===== src/design/tcw_pkg.sv =====
`default_nettype none
package tcw_pkg;

  localparam int COLUMNS = 80;
  localparam int ROWS    = 25;
  localparam int CELLS   = COLUMNS * ROWS;

  localparam int CELL_W = 11;
  localparam int COL_W  = 7;
  localparam int ROW_W  = 5;

  localparam logic [1:0] OP_CURSOR = 2'd0;
  localparam logic [1:0] OP_PLACE  = 2'd1;
  localparam logic [1:0] OP_CLEAR  = 2'd2;
  localparam logic [1:0] OP_READ   = 2'd3;

  localparam logic [7:0] CHAR_NL    = 8'd10;
  localparam logic [7:0] CHAR_BS    = 8'd8;
  localparam logic [7:0] PRINT_LO   = 8'd32;
  localparam logic [7:0] PRINT_HI   = 8'd126;
  localparam logic [7:0] CHAR_BLANK = 8'd0;
  localparam logic [7:0] ATTR_RESET = 8'd7;

  typedef enum logic [2:0] {
    CMD_PRINT,
    CMD_NEWLINE,
    CMD_BACKSPACE,
    CMD_NOP,
    CMD_PLACE,
    CMD_CLEAR,
    CMD_READ
  } cmd_kind_t;

  typedef struct packed {
    cmd_kind_t         kind;
    logic [7:0]        ch;
    logic [CELL_W-1:0] addr;
    logic              hit;
  } cmd_t;

endpackage
`default_nettype wire


===== src/design/tcw_front.sv =====
`default_nettype none
module tcw_front (
  input  wire logic                         clk,
  input  wire logic                         rst,
  input  wire logic                         push,
  output      logic                         full,
  input  wire logic [1:0]                   operation,
  input  wire logic [7:0]                   char_code,
  input  wire logic [tcw_pkg::COL_W-1:0]    target_column,
  input  wire logic [tcw_pkg::ROW_W-1:0]    target_row,
  input  wire logic                         init_busy,
  output      logic                         cmd_valid,
  output      tcw_pkg::cmd_t                cmd,
  input  wire logic                         cmd_take
);

  tcw_pkg::cmd_t            cmd_in;
  logic [tcw_pkg::CELL_W:0] idx_wide;
  tcw_pkg::cmd_t            q [2];
  logic                     wr_ptr;
  logic                     rd_ptr;
  logic [1:0]               count;
  logic                     do_push;
  logic                     do_pop;

  assign idx_wide = (tcw_pkg::CELL_W+1)'(target_row) * (tcw_pkg::CELL_W+1)'(tcw_pkg::COLUMNS)
                  + (tcw_pkg::CELL_W+1)'(target_column);

  always_comb begin
    cmd_in.ch   = char_code;
    cmd_in.addr = idx_wide[tcw_pkg::CELL_W-1:0];
    cmd_in.hit  = (target_column < tcw_pkg::COL_W'(tcw_pkg::COLUMNS)) &&
                  (target_row < tcw_pkg::ROW_W'(tcw_pkg::ROWS));
    case (operation)
      tcw_pkg::OP_CURSOR: begin
        if (char_code >= tcw_pkg::PRINT_LO && char_code <= tcw_pkg::PRINT_HI) begin
          cmd_in.kind = tcw_pkg::CMD_PRINT;
        end else if (char_code == tcw_pkg::CHAR_NL) begin
          cmd_in.kind = tcw_pkg::CMD_NEWLINE;
        end else if (char_code == tcw_pkg::CHAR_BS) begin
          cmd_in.kind = tcw_pkg::CMD_BACKSPACE;
        end else begin
          cmd_in.kind = tcw_pkg::CMD_NOP;
        end
      end
      tcw_pkg::OP_PLACE: cmd_in.kind = tcw_pkg::CMD_PLACE;
      tcw_pkg::OP_CLEAR: cmd_in.kind = tcw_pkg::CMD_CLEAR;
      default:           cmd_in.kind = tcw_pkg::CMD_READ;
    endcase
  end

  // held full while the store is being cleared after reset
  assign full      = (count == 2'd2) || init_busy;
  assign do_push   = push && !full;
  assign cmd_valid = (count != 2'd0);
  assign do_pop    = cmd_take && cmd_valid;
  assign cmd       = q[rd_ptr];

  always_ff @(posedge clk) begin
    if (do_push) begin
      q[wr_ptr] <= cmd_in;
    end
  end

  always_ff @(posedge clk) begin
    if (rst) begin
      wr_ptr <= 1'b0;
      rd_ptr <= 1'b0;
      count  <= 2'd0;
    end else begin
      if (do_push) begin
        wr_ptr <= ~wr_ptr;
      end
      if (do_pop) begin
        rd_ptr <= ~rd_ptr;
      end
      count <= count + 2'(do_push) - 2'(do_pop);
    end
  end

endmodule
`default_nettype wire


===== config.mk =====
export PLATFORM = sky130hd
export DESIGN_NAME = tcw_front
export DESIGN_NICKNAME = d
export VERILOG_FILES = /design/src/design/tcw_pkg.sv /design/src/design/tcw_front.sv
export SDC_FILE = /design/constraint.sdc
export NUM_CORES = 1
export LEC_CHECK = 0
export ABC_AREA = 1
export BUFFER_PORTS_ARGS = -buffer_cell sky130_fd_sc_hd__buf_2
export CAP_MARGIN = 25
export CORE_ASPECT_RATIO = 0.75
export CORE_MARGIN = 1
export CORE_UTILIZATION = 58
export DETAILED_ROUTE_END_ITERATION = 12
export PLACE_DENSITY = 0.93
export SLEW_MARGIN = 20
export SYNTH_ARGS = -nofsm -noshare
export SYNTH_HDL_FRONTEND = slang
export SYNTH_SLANG_ARGS = --single-unit

===== constraint.sdc =====
create_clock -name clk -period 6 [get_ports clk]
set_input_delay 1.8 -clock clk [delete_from_list [all_inputs] [get_ports clk]]
set_output_delay 1.8 -clock clk [all_outputs]
set_load 0.005 [all_outputs]

-- Yosys cells after proc, flatten, opt, wreduce, memory -nomap -nowiden
Memories as Yosys holds them, arrays and structs flattened. A register that Yosys moved wholly into a read port is not among the register bits.
Cells that the tools add are included.
- memories: 1
- RAM bits: 46
- flip-flop bits (word level): 4
- $mul: 1
- $add $sub $neg: 3
- muxes and demuxes: 8
- $lt $le $gt $ge: 4
- reduce and logical (&&, ||, !) cells: 8
- bitwise operators: 2
- equal/unequal tests: 5
- memories (name ; words ; width ; read ports ; clocked after Yosys merged registers in ; write ports ; RTL line ; text):
    q ; 2 ; 23 ; 1 ; 1 ; 1 ; tcw_front.sv:19 ; tcw_pkg::cmd_t q [2];
- operators by type and width (operator ; count):
    == test 8 x 4 -> 1 bit, second input constant ; 2
    adder 11 x 7 -> 11 bit ; 1
    one-hot mux 3 bit (3 select lines) ; 1
    >= comparator 8 x 6 -> 1 bit, second input constant ; 1
    less-or-equal comparator 8 x 7 -> 1 bit, second input constant ; 1
    less-than comparator 7 bit, second input constant ; 1
    multiplier 5 x 3 -> 7 bit, second input constant ; 1
    less-than comparator 5 bit, second input constant ; 1
    2-to-1 mux 1 bit ; 5
    == test 2 bit, second input constant ; 2
    logical AND 1 bit ; 4
    2-to-1 mux 2 bit ; 2
    adder 2 x 1 -> 2 bit ; 1
    == test 2 x 1 -> 1 bit, second input constant ; 1
    zero test 2 bit ; 1
    NOT 1 bit ; 2
    nonzero test 2 bit ; 1
    subtractor 2 x 1 -> 2 bit ; 1
    zero test 1 bit ; 1
    logical OR 1 bit ; 1

-- Depth between registers and ports, before layout
Gate-level depths: netlist of run 1.
- depth in word-level cells: 6
- depth in mapped cells: 10
- gate-level depth less buffers: 10

-- Worst setup path before layout of run 1
Ideal clock, no wire load.
- kind: input to output
- start point: input port init_busy
- end point: output port full
- stages: 2
- data arrival time: 1920 ps
- path buffers: 0
- path slack: 2280 ps
- cell sequence: inv_1 > nand2_1
- word-level cells in the longest chain between the ends: 1
- ends and longest elaborated chain (element ; RTL line ; text):
    from (decl) ; tcw_front.sv:11 ; input wire logic init_busy,
    logical OR 1 bit ; tcw_front.sv:53 ; assign full = (count == 2'd2) || init_busy;
    to (decl) ; tcw_front.sv:6 ; output logic full,
No other way between the ends.

-- Worst setup path after layout of run 1
Ends and elaborated chain as after synthesis.

==> impl_metrics.csv, run 1 <==
group,metric,value,unit
status,outcome,"complete, no violations",
routing,ant_nets,0,
die,die_w,76.6,um
sta,final.setup_skew,6.12,ps
placed_design,dp_cells,294,
power_and_ir_drop,switchingPower,0.237,mW
yosys,ys_warn_count,0,
worst_setup_path,cp.required,4200,ps
grt,grt.busiest_layer,"met2",
yosys,synth_edf_count,46,
placed_design,routabilityCongestion,0.797,
yosys,async_reset_ff_share,0,%
sta,timing.fmax,254,MHz
yosys,ys_seq_elements,51,
clock_tree,clk_pin_slew,80,ps
power_and_ir_drop,p_leak,1.23,nW
placed_design,portBuffers,51,
run,drv_cap,0,
clock_tree,clkLatencyLatePin,300,ps
grt,grt_use_total,20.2,%
yosys,synth-simple-area-share,11.4,%
sta,period_share,65.5,%
power_and_ir_drop,pwr-share-comb,26.2,%
grt,use_met3,4.09,%
sta,hold_violations,0,
power_and_ir_drop,clock_power_share,24.7,%
yosys,syn-cell-area,2420,um^2
yosys,ys_seq_area_share,61.2,%
yosys,synth_xor_area_share,1.45,%
worst_setup_path,cp_max_fo,2,
routing,drt_iter0_drc,94,
clock_tree,cts_tree,"built",
routing,wl_per_cell,13.4,um
clock_tree,numCtsBuffers,5,
clock_tree,htreeDepth,2,
grt,grt_pass1_vias,1457,
yosys,synth_cell_type_count,22,
yosys,synth_fp_nets,233,
grt,use_met2,33.5,%
yosys,muxShareOfSynthArea,10.7,%
power_and_ir_drop,ir_worst_vdd,0.167,mV
clock_tree,post_cts_buffers,0,
clock_tree,cts_root_buf,"clkbuf_8",
yosys,synth_top_area_share,57.0,%
layout,finalInstanceArea,2860,um^2
yosys,ys.flop_type,"edfxtp_1",
clock_tree,ctsHoldBuffers,0,
yosys,synth_common_cells,"edfxtp_1, nand2_1, inv_1",
clock_tree,cts.path.max_buffers,2,
sta,rsz0062_at_grt,"false",
die,coreArea,3830,um^2
placed_design,postPlaceCellArea,2740,um^2
die,die_h,58.0,um
die,rows,19,
yosys,yosys.cell_count.top_type,"edfxtp_1",
yosys,synthTopCellsByArea,"edfxtp_1, mux2_2, ha_1, nand2_1, dfxtp_1",
layout,antenna_cells,0,
grt,grt_pass1_wl,6.58,mm
layout,final_cells,303,
sta,setup-violations-final,0,
yosys,synthCells,191,
placed_design,hpwl,2.91,mm
power_and_ir_drop,p_per_area,320,nW/um^2
layout,area_growth,18.1,%
yosys,yosys.area.top_type,"edfxtp_1",
min_path,whs_path_depth,2,
power_and_ir_drop,power.share.sequential,49.1,%
clock_tree,cts_sinks,51,
yosys,synth_top_family_by_area,"simple AND/OR/NAND/NOR gates",
sta,period_needed,3930,ps
layout,nets,292,
routing,routed_wl,4.07,mm
routing,via_per_inst,5.13,
sta,finalSetupTns,0,ps
worst_setup_path,end_kind,"output port",
sta,worst_slew_pin_slew,376,ps
clock_tree,cts_resized,0,
grt,grt_max_degree,25,
min_path,hp-class,"register to register",
yosys,synth_compound_area_share,2.17,%
die,die-area,4440,um^2
sta,slew_viol_final,0,
layout,post_route_cells_drive_above_1_share,34.3,%
die,num_io_pins,52,
worst_setup_path,start_kind,"input port",
min_path,min_from,"rd_ptr",
yosys,synthAdderAreaFrac,8.37,%
routing,drc,0,
sta,slew_headroom,74.9,%
worst_setup_path,worstSetupPathType,"input port to output port",
worst_setup_path,r2r_slack,4290,ps
worst_setup_path,critical_path_arrival,2130,ps
power_and_ir_drop,internal-power,0.678,mW
yosys,syn_area_per_cell,12.7,um^2
grt,antenna_found_initial,0,
grt,grt_util_met1,26.0,%
worst_setup_path,r2r_start,"count[0]",
routing,firstDrtPassIters,4,
die,start_util,63.3,%
power_and_ir_drop,swShare,25.9,%
routing,vias,1554,
grt,overflow,0,
worst_setup_path,timing.rr.end,"count[1]",
worst_setup_path,r2r_cells,9,
state kept, by name (all words and copies together), names as in the netlist, named ones only:
name	flops
rd_ptr	1
wr_ptr	1
count	2
q	46
final cells by class:
class                           instances  area, um^2
Multi-Input combinational cell        113         830
Clock buffer                            7        76.3
Fill cell                             257         966
Sequential cell                        51        1480
Timing Repair Buffer                   54         285
Clock inverter                          1        30.0
Inverter                               25        93.8
Tap cell                               52        65.1
stage by stage:
stage          util (%)  setup slack, ps  hold WS (ps)  total power, mW
2_1_floorplan         -             2280           514            0.611
3_3_place_gp       71.6             2080           528            0.681
3_5_place_dp       71.6             2070           556            0.693
4_1_cts            74.4             2060           571            0.915
5_1_grt            74.8             2030           618            0.967
6_report           74.8             2070           575            0.915
cell families after synthesis:
| kind of cell | after synthesis |
|---|---|
| xor gates and xnor gates | 4 |
| AOI/OAI and AO/OA | 8 |
| muxes | 23 |
| adders and majority gates | 15 |
| and+or+nand+nor | 63 |
| buffers and inverters | 27 |
| DFF | 51 |
worst max-delay path: stages:
cell and delay [ps]:
buf_2 90, inv_1 70, nand2_1 50, buf_2 120
cells in the final DEF, fill, tap and decap left out, drive strengths merged:
master and n:
nor3b 4, edfxtp 46, fa 2, ha 13, o21a 2, nor3 1
o21bai 2, o21ai 1, dfxtp 5, nand3b 1, xor2 2, inv 25
bufinv 1, o211ai 1, nor2 18, nand4 2, xnor2 2, a21oi 2
mux2 23, nand3 7, buf 54, clkbuf 7, nand2 30
power by group through the flow:
stage / sequential, mW / clock, mW / combinational, mW
after floorplan: 0.451 / 0 / 0.160
after global placement: 0.467 / 0 / 0.213
after detailed placement: 0.470 / 0 / 0.223
after CTS: 0.462 / 0.229 / 0.225
after global routing: 0.454 / 0.247 / 0.266
final: 0.450 / 0.226 / 0.239
layer usage:
metal | vias to the layer above | part of all wire (%)
met2 | 39 | 49
met5 | - | 0
met1 | 730 | 47
met4 | 0 | 1.4
met3 | 6 | 3.1
li1 | 779 | -
worst max path at each step:
stage                          from    to  slack, ps  cells after the start
after global routing      init_busy  full       2030                      4
after floorplan           init_busy  full       2280                      2
after detailed placement  init_busy  full       2070                      4
after CTS                 init_busy  full       2060                      4
after global placement    init_busy  full       2080                      4
final                     init_busy  full       2070                      4
Note: power is estimated with default switching activity, not from simulation.
==> inputs of run 2 (changes only) <==
--- a/config.mk
+++ b/config.mk
@@ -10,9 +10,9 @@
 export CAP_MARGIN = 25
 export CORE_ASPECT_RATIO = 0.75
 export CORE_MARGIN = 1
-export CORE_UTILIZATION = 58
+export CORE_UTILIZATION = 54
 export DETAILED_ROUTE_END_ITERATION = 12
-export PLACE_DENSITY = 0.93
+export PLACE_DENSITY = 0.88
 export SLEW_MARGIN = 20
 export SYNTH_ARGS = -nofsm -noshare
 export SYNTH_HDL_FRONTEND = slang
==> constraint.sdc (replaced) <==
create_clock -name clk -period 4 [get_ports clk]
set_input_delay 1.2 -clock clk [delete_from_list [all_inputs] [get_ports clk]]
set_output_delay 1.2 -clock clk [all_outputs]
set_load 0.005 [all_outputs]
==> run 2 against run 1 <==
Against the previous run: sequential power grew 48%; combinational power up 50%; largest power group unchanged; non-clock buffer count did not move; clock skew rose by 4.5 ps; register-to-register slack lost 2100 ps.
==> impl_metrics.csv, run 2 (synthesized netlist as in run 1, its figures left out) <==
group,metric,value,unit
grt,grt_use_total,17.9,%
routing,vias,1492,
die,die_w,79.3,um
sta,setup-violations-final,0,
power_and_ir_drop,internal-power,1.07,mW
sta,rsz0062_at_grt,"false",
power_and_ir_drop,power.share.sequential,46.8,%
power_and_ir_drop,p_leak,1.24,nW
layout,antenna_cells,0,
sta,final.setup_skew,10.6,ps
layout,seqCellArea,1480,um^2
power_and_ir_drop,p_per_area,494,nW/um^2
routing,firstDrtPassIters,4,
sta,slew_headroom,62.7,%
clock_tree,cts_sinks,51,
worst_setup_path,start_kind,"input port",
sta,period_needed,2760,ps
run,drv_cap,0,
sta,timing.fmax,362,MHz
worst_setup_path,end_kind,"register",
sta,period_share,69.1,%
die,start_util,58.0,%
layout,final_cells,306,
grt,grt_pass1_wl,6.13,mm
power_and_ir_drop,ir_worst_vdd,0.316,mV
layout,final_common_cell,"buf_2",
layout,max_flop_register,"q",
placed_design,routabilityCongestion,0.798,
clock_tree,clkLatencyLatePin,300,ps
status,outcome,"complete, no violations",
layout,multi_input_area,830,um^2
layout,post_route_cells_drive_above_1_share,34.7,%
layout,largestRegisters,"q (46), count (2)",
power_and_ir_drop,swShare,24.6,%
sta,finalSetupTns,0,ps
die,num_io_pins,52,
clock_tree,htreeDepth,2,
die,rows,20,
routing,drc,0,
grt,grt_max_degree,24,
clock_tree,cts.path.max_buffers,2,
routing,drt_iter0_drc,59,
power_and_ir_drop,switchingPower,0.350,mW
clock_tree,ctsHoldBuffers,0,
worst_setup_path,critical_path_arrival,2800,ps
min_path,hp-class,"register to register",
placed_design,portBuffers,51,
power_and_ir_drop,pwr-share-comb,25.1,%
clock_tree,cts_tree,"built",
power_and_ir_drop,clock_power_share,28.1,%
sta,slew_viol_final,0,
routing,ant_nets,0,
layout,fillers,308,
die,die-area,4760,um^2
clock_tree,post_cts_buffers,0,
sta,hold_violations,0,
grt,overflow,0,
grt,antenna_found_initial,0,
clock_tree,cts_resized,0,
layout,largest_register_ffs,46,
worst_setup_path,cp.required,4040,ps
clock_tree,numCtsBuffers,5,
layout,final_core_util,69.0,%
die,die_h,60.0,um
layout,layout_common_cells,"buf_2, edfxtp_1, nand2_1",
routing,routed_wl,3.88,mm
grt,grt_pass1_vias,1415,
clock_tree,cts_root_buf,"clkbuf_8",
worst_setup_path,worstSetupPathType,"input port to register",
routing,via_per_inst,4.88,
die,coreArea,4180,um^2
clock_tree,clk_pin_slew,80,ps
layout,area_growth,19.1,%
placed_design,dp_cells,298,
worst_setup_path,cp_max_fo,4,
placed_design,hpwl,2.93,mm
layout,nets,292,
routing,wl_per_cell,12.7,um
sta,worst_slew_pin_slew,559,ps
==> run 2: power groups by stage <==
| stage | clock network (mW) | logic (mW) | registers [mW] |
|---|---|---|---|
| after floorplan | 0 | 0.239 | 0.677 |
| after global placement | 0 | 0.352 | 0.674 |
| after detailed placement | 0 | 0.361 | 0.679 |
| after CTS | 0.408 | 0.363 | 0.667 |
| after global routing | 0.431 | 0.404 | 0.672 |
| final | 0.399 | 0.358 | 0.666 |
==> run 2: worst paths after layout <==
path	start	slack (ps)	endpoint	depth (start not counted)
worst max-delay path	target_row[1]	1240	q[1][10]	9
worst min-delay path	rd_ptr	560	rd_ptr	2
worst max register to register	count[0]	2240	q[1][7]	5
worst min register to register	rd_ptr	560	rd_ptr	2
==> run 2: cell type report <==
class / instances / share of cell area (%)
sequential: 51 / 51.4
multi-input combinational: 113 / 28.8
timing repair buffer: 54 / 9.63
inverter: 25 / 3.25
clock buffer: 6 / 2.52
tap: 55 / 2.39
clock inverter: 2 / 2.08
==> run 2: through the flow <==
step	worst slack (ps)	hold slack, ps	power, mW	cell area, um^2
after global placement	989	529	1.03	2750
final	1240	557	1.42	2880
after detailed placement	931	547	1.04	2750
after CTS	1240	559	1.44	2880
after floorplan	1170	514	0.916	2420
after global routing	1150	609	1.51	2880
==> run 2: worst max-delay path: stages <==
cell,delay (ps)
buf_2,120
ha_1,300
ha_1,230
fa_1,570
nand2_1,90
inv_1,60
nand4_1,60
o211ai_1,80
nand2_1,80
==> run 2: per-layer routing <==
layer	GRT usage, %	wire, um
met5	0	0
met4	7.53	59
met3	4.89	103
met2	30.0	1880
met1	22.4	1840
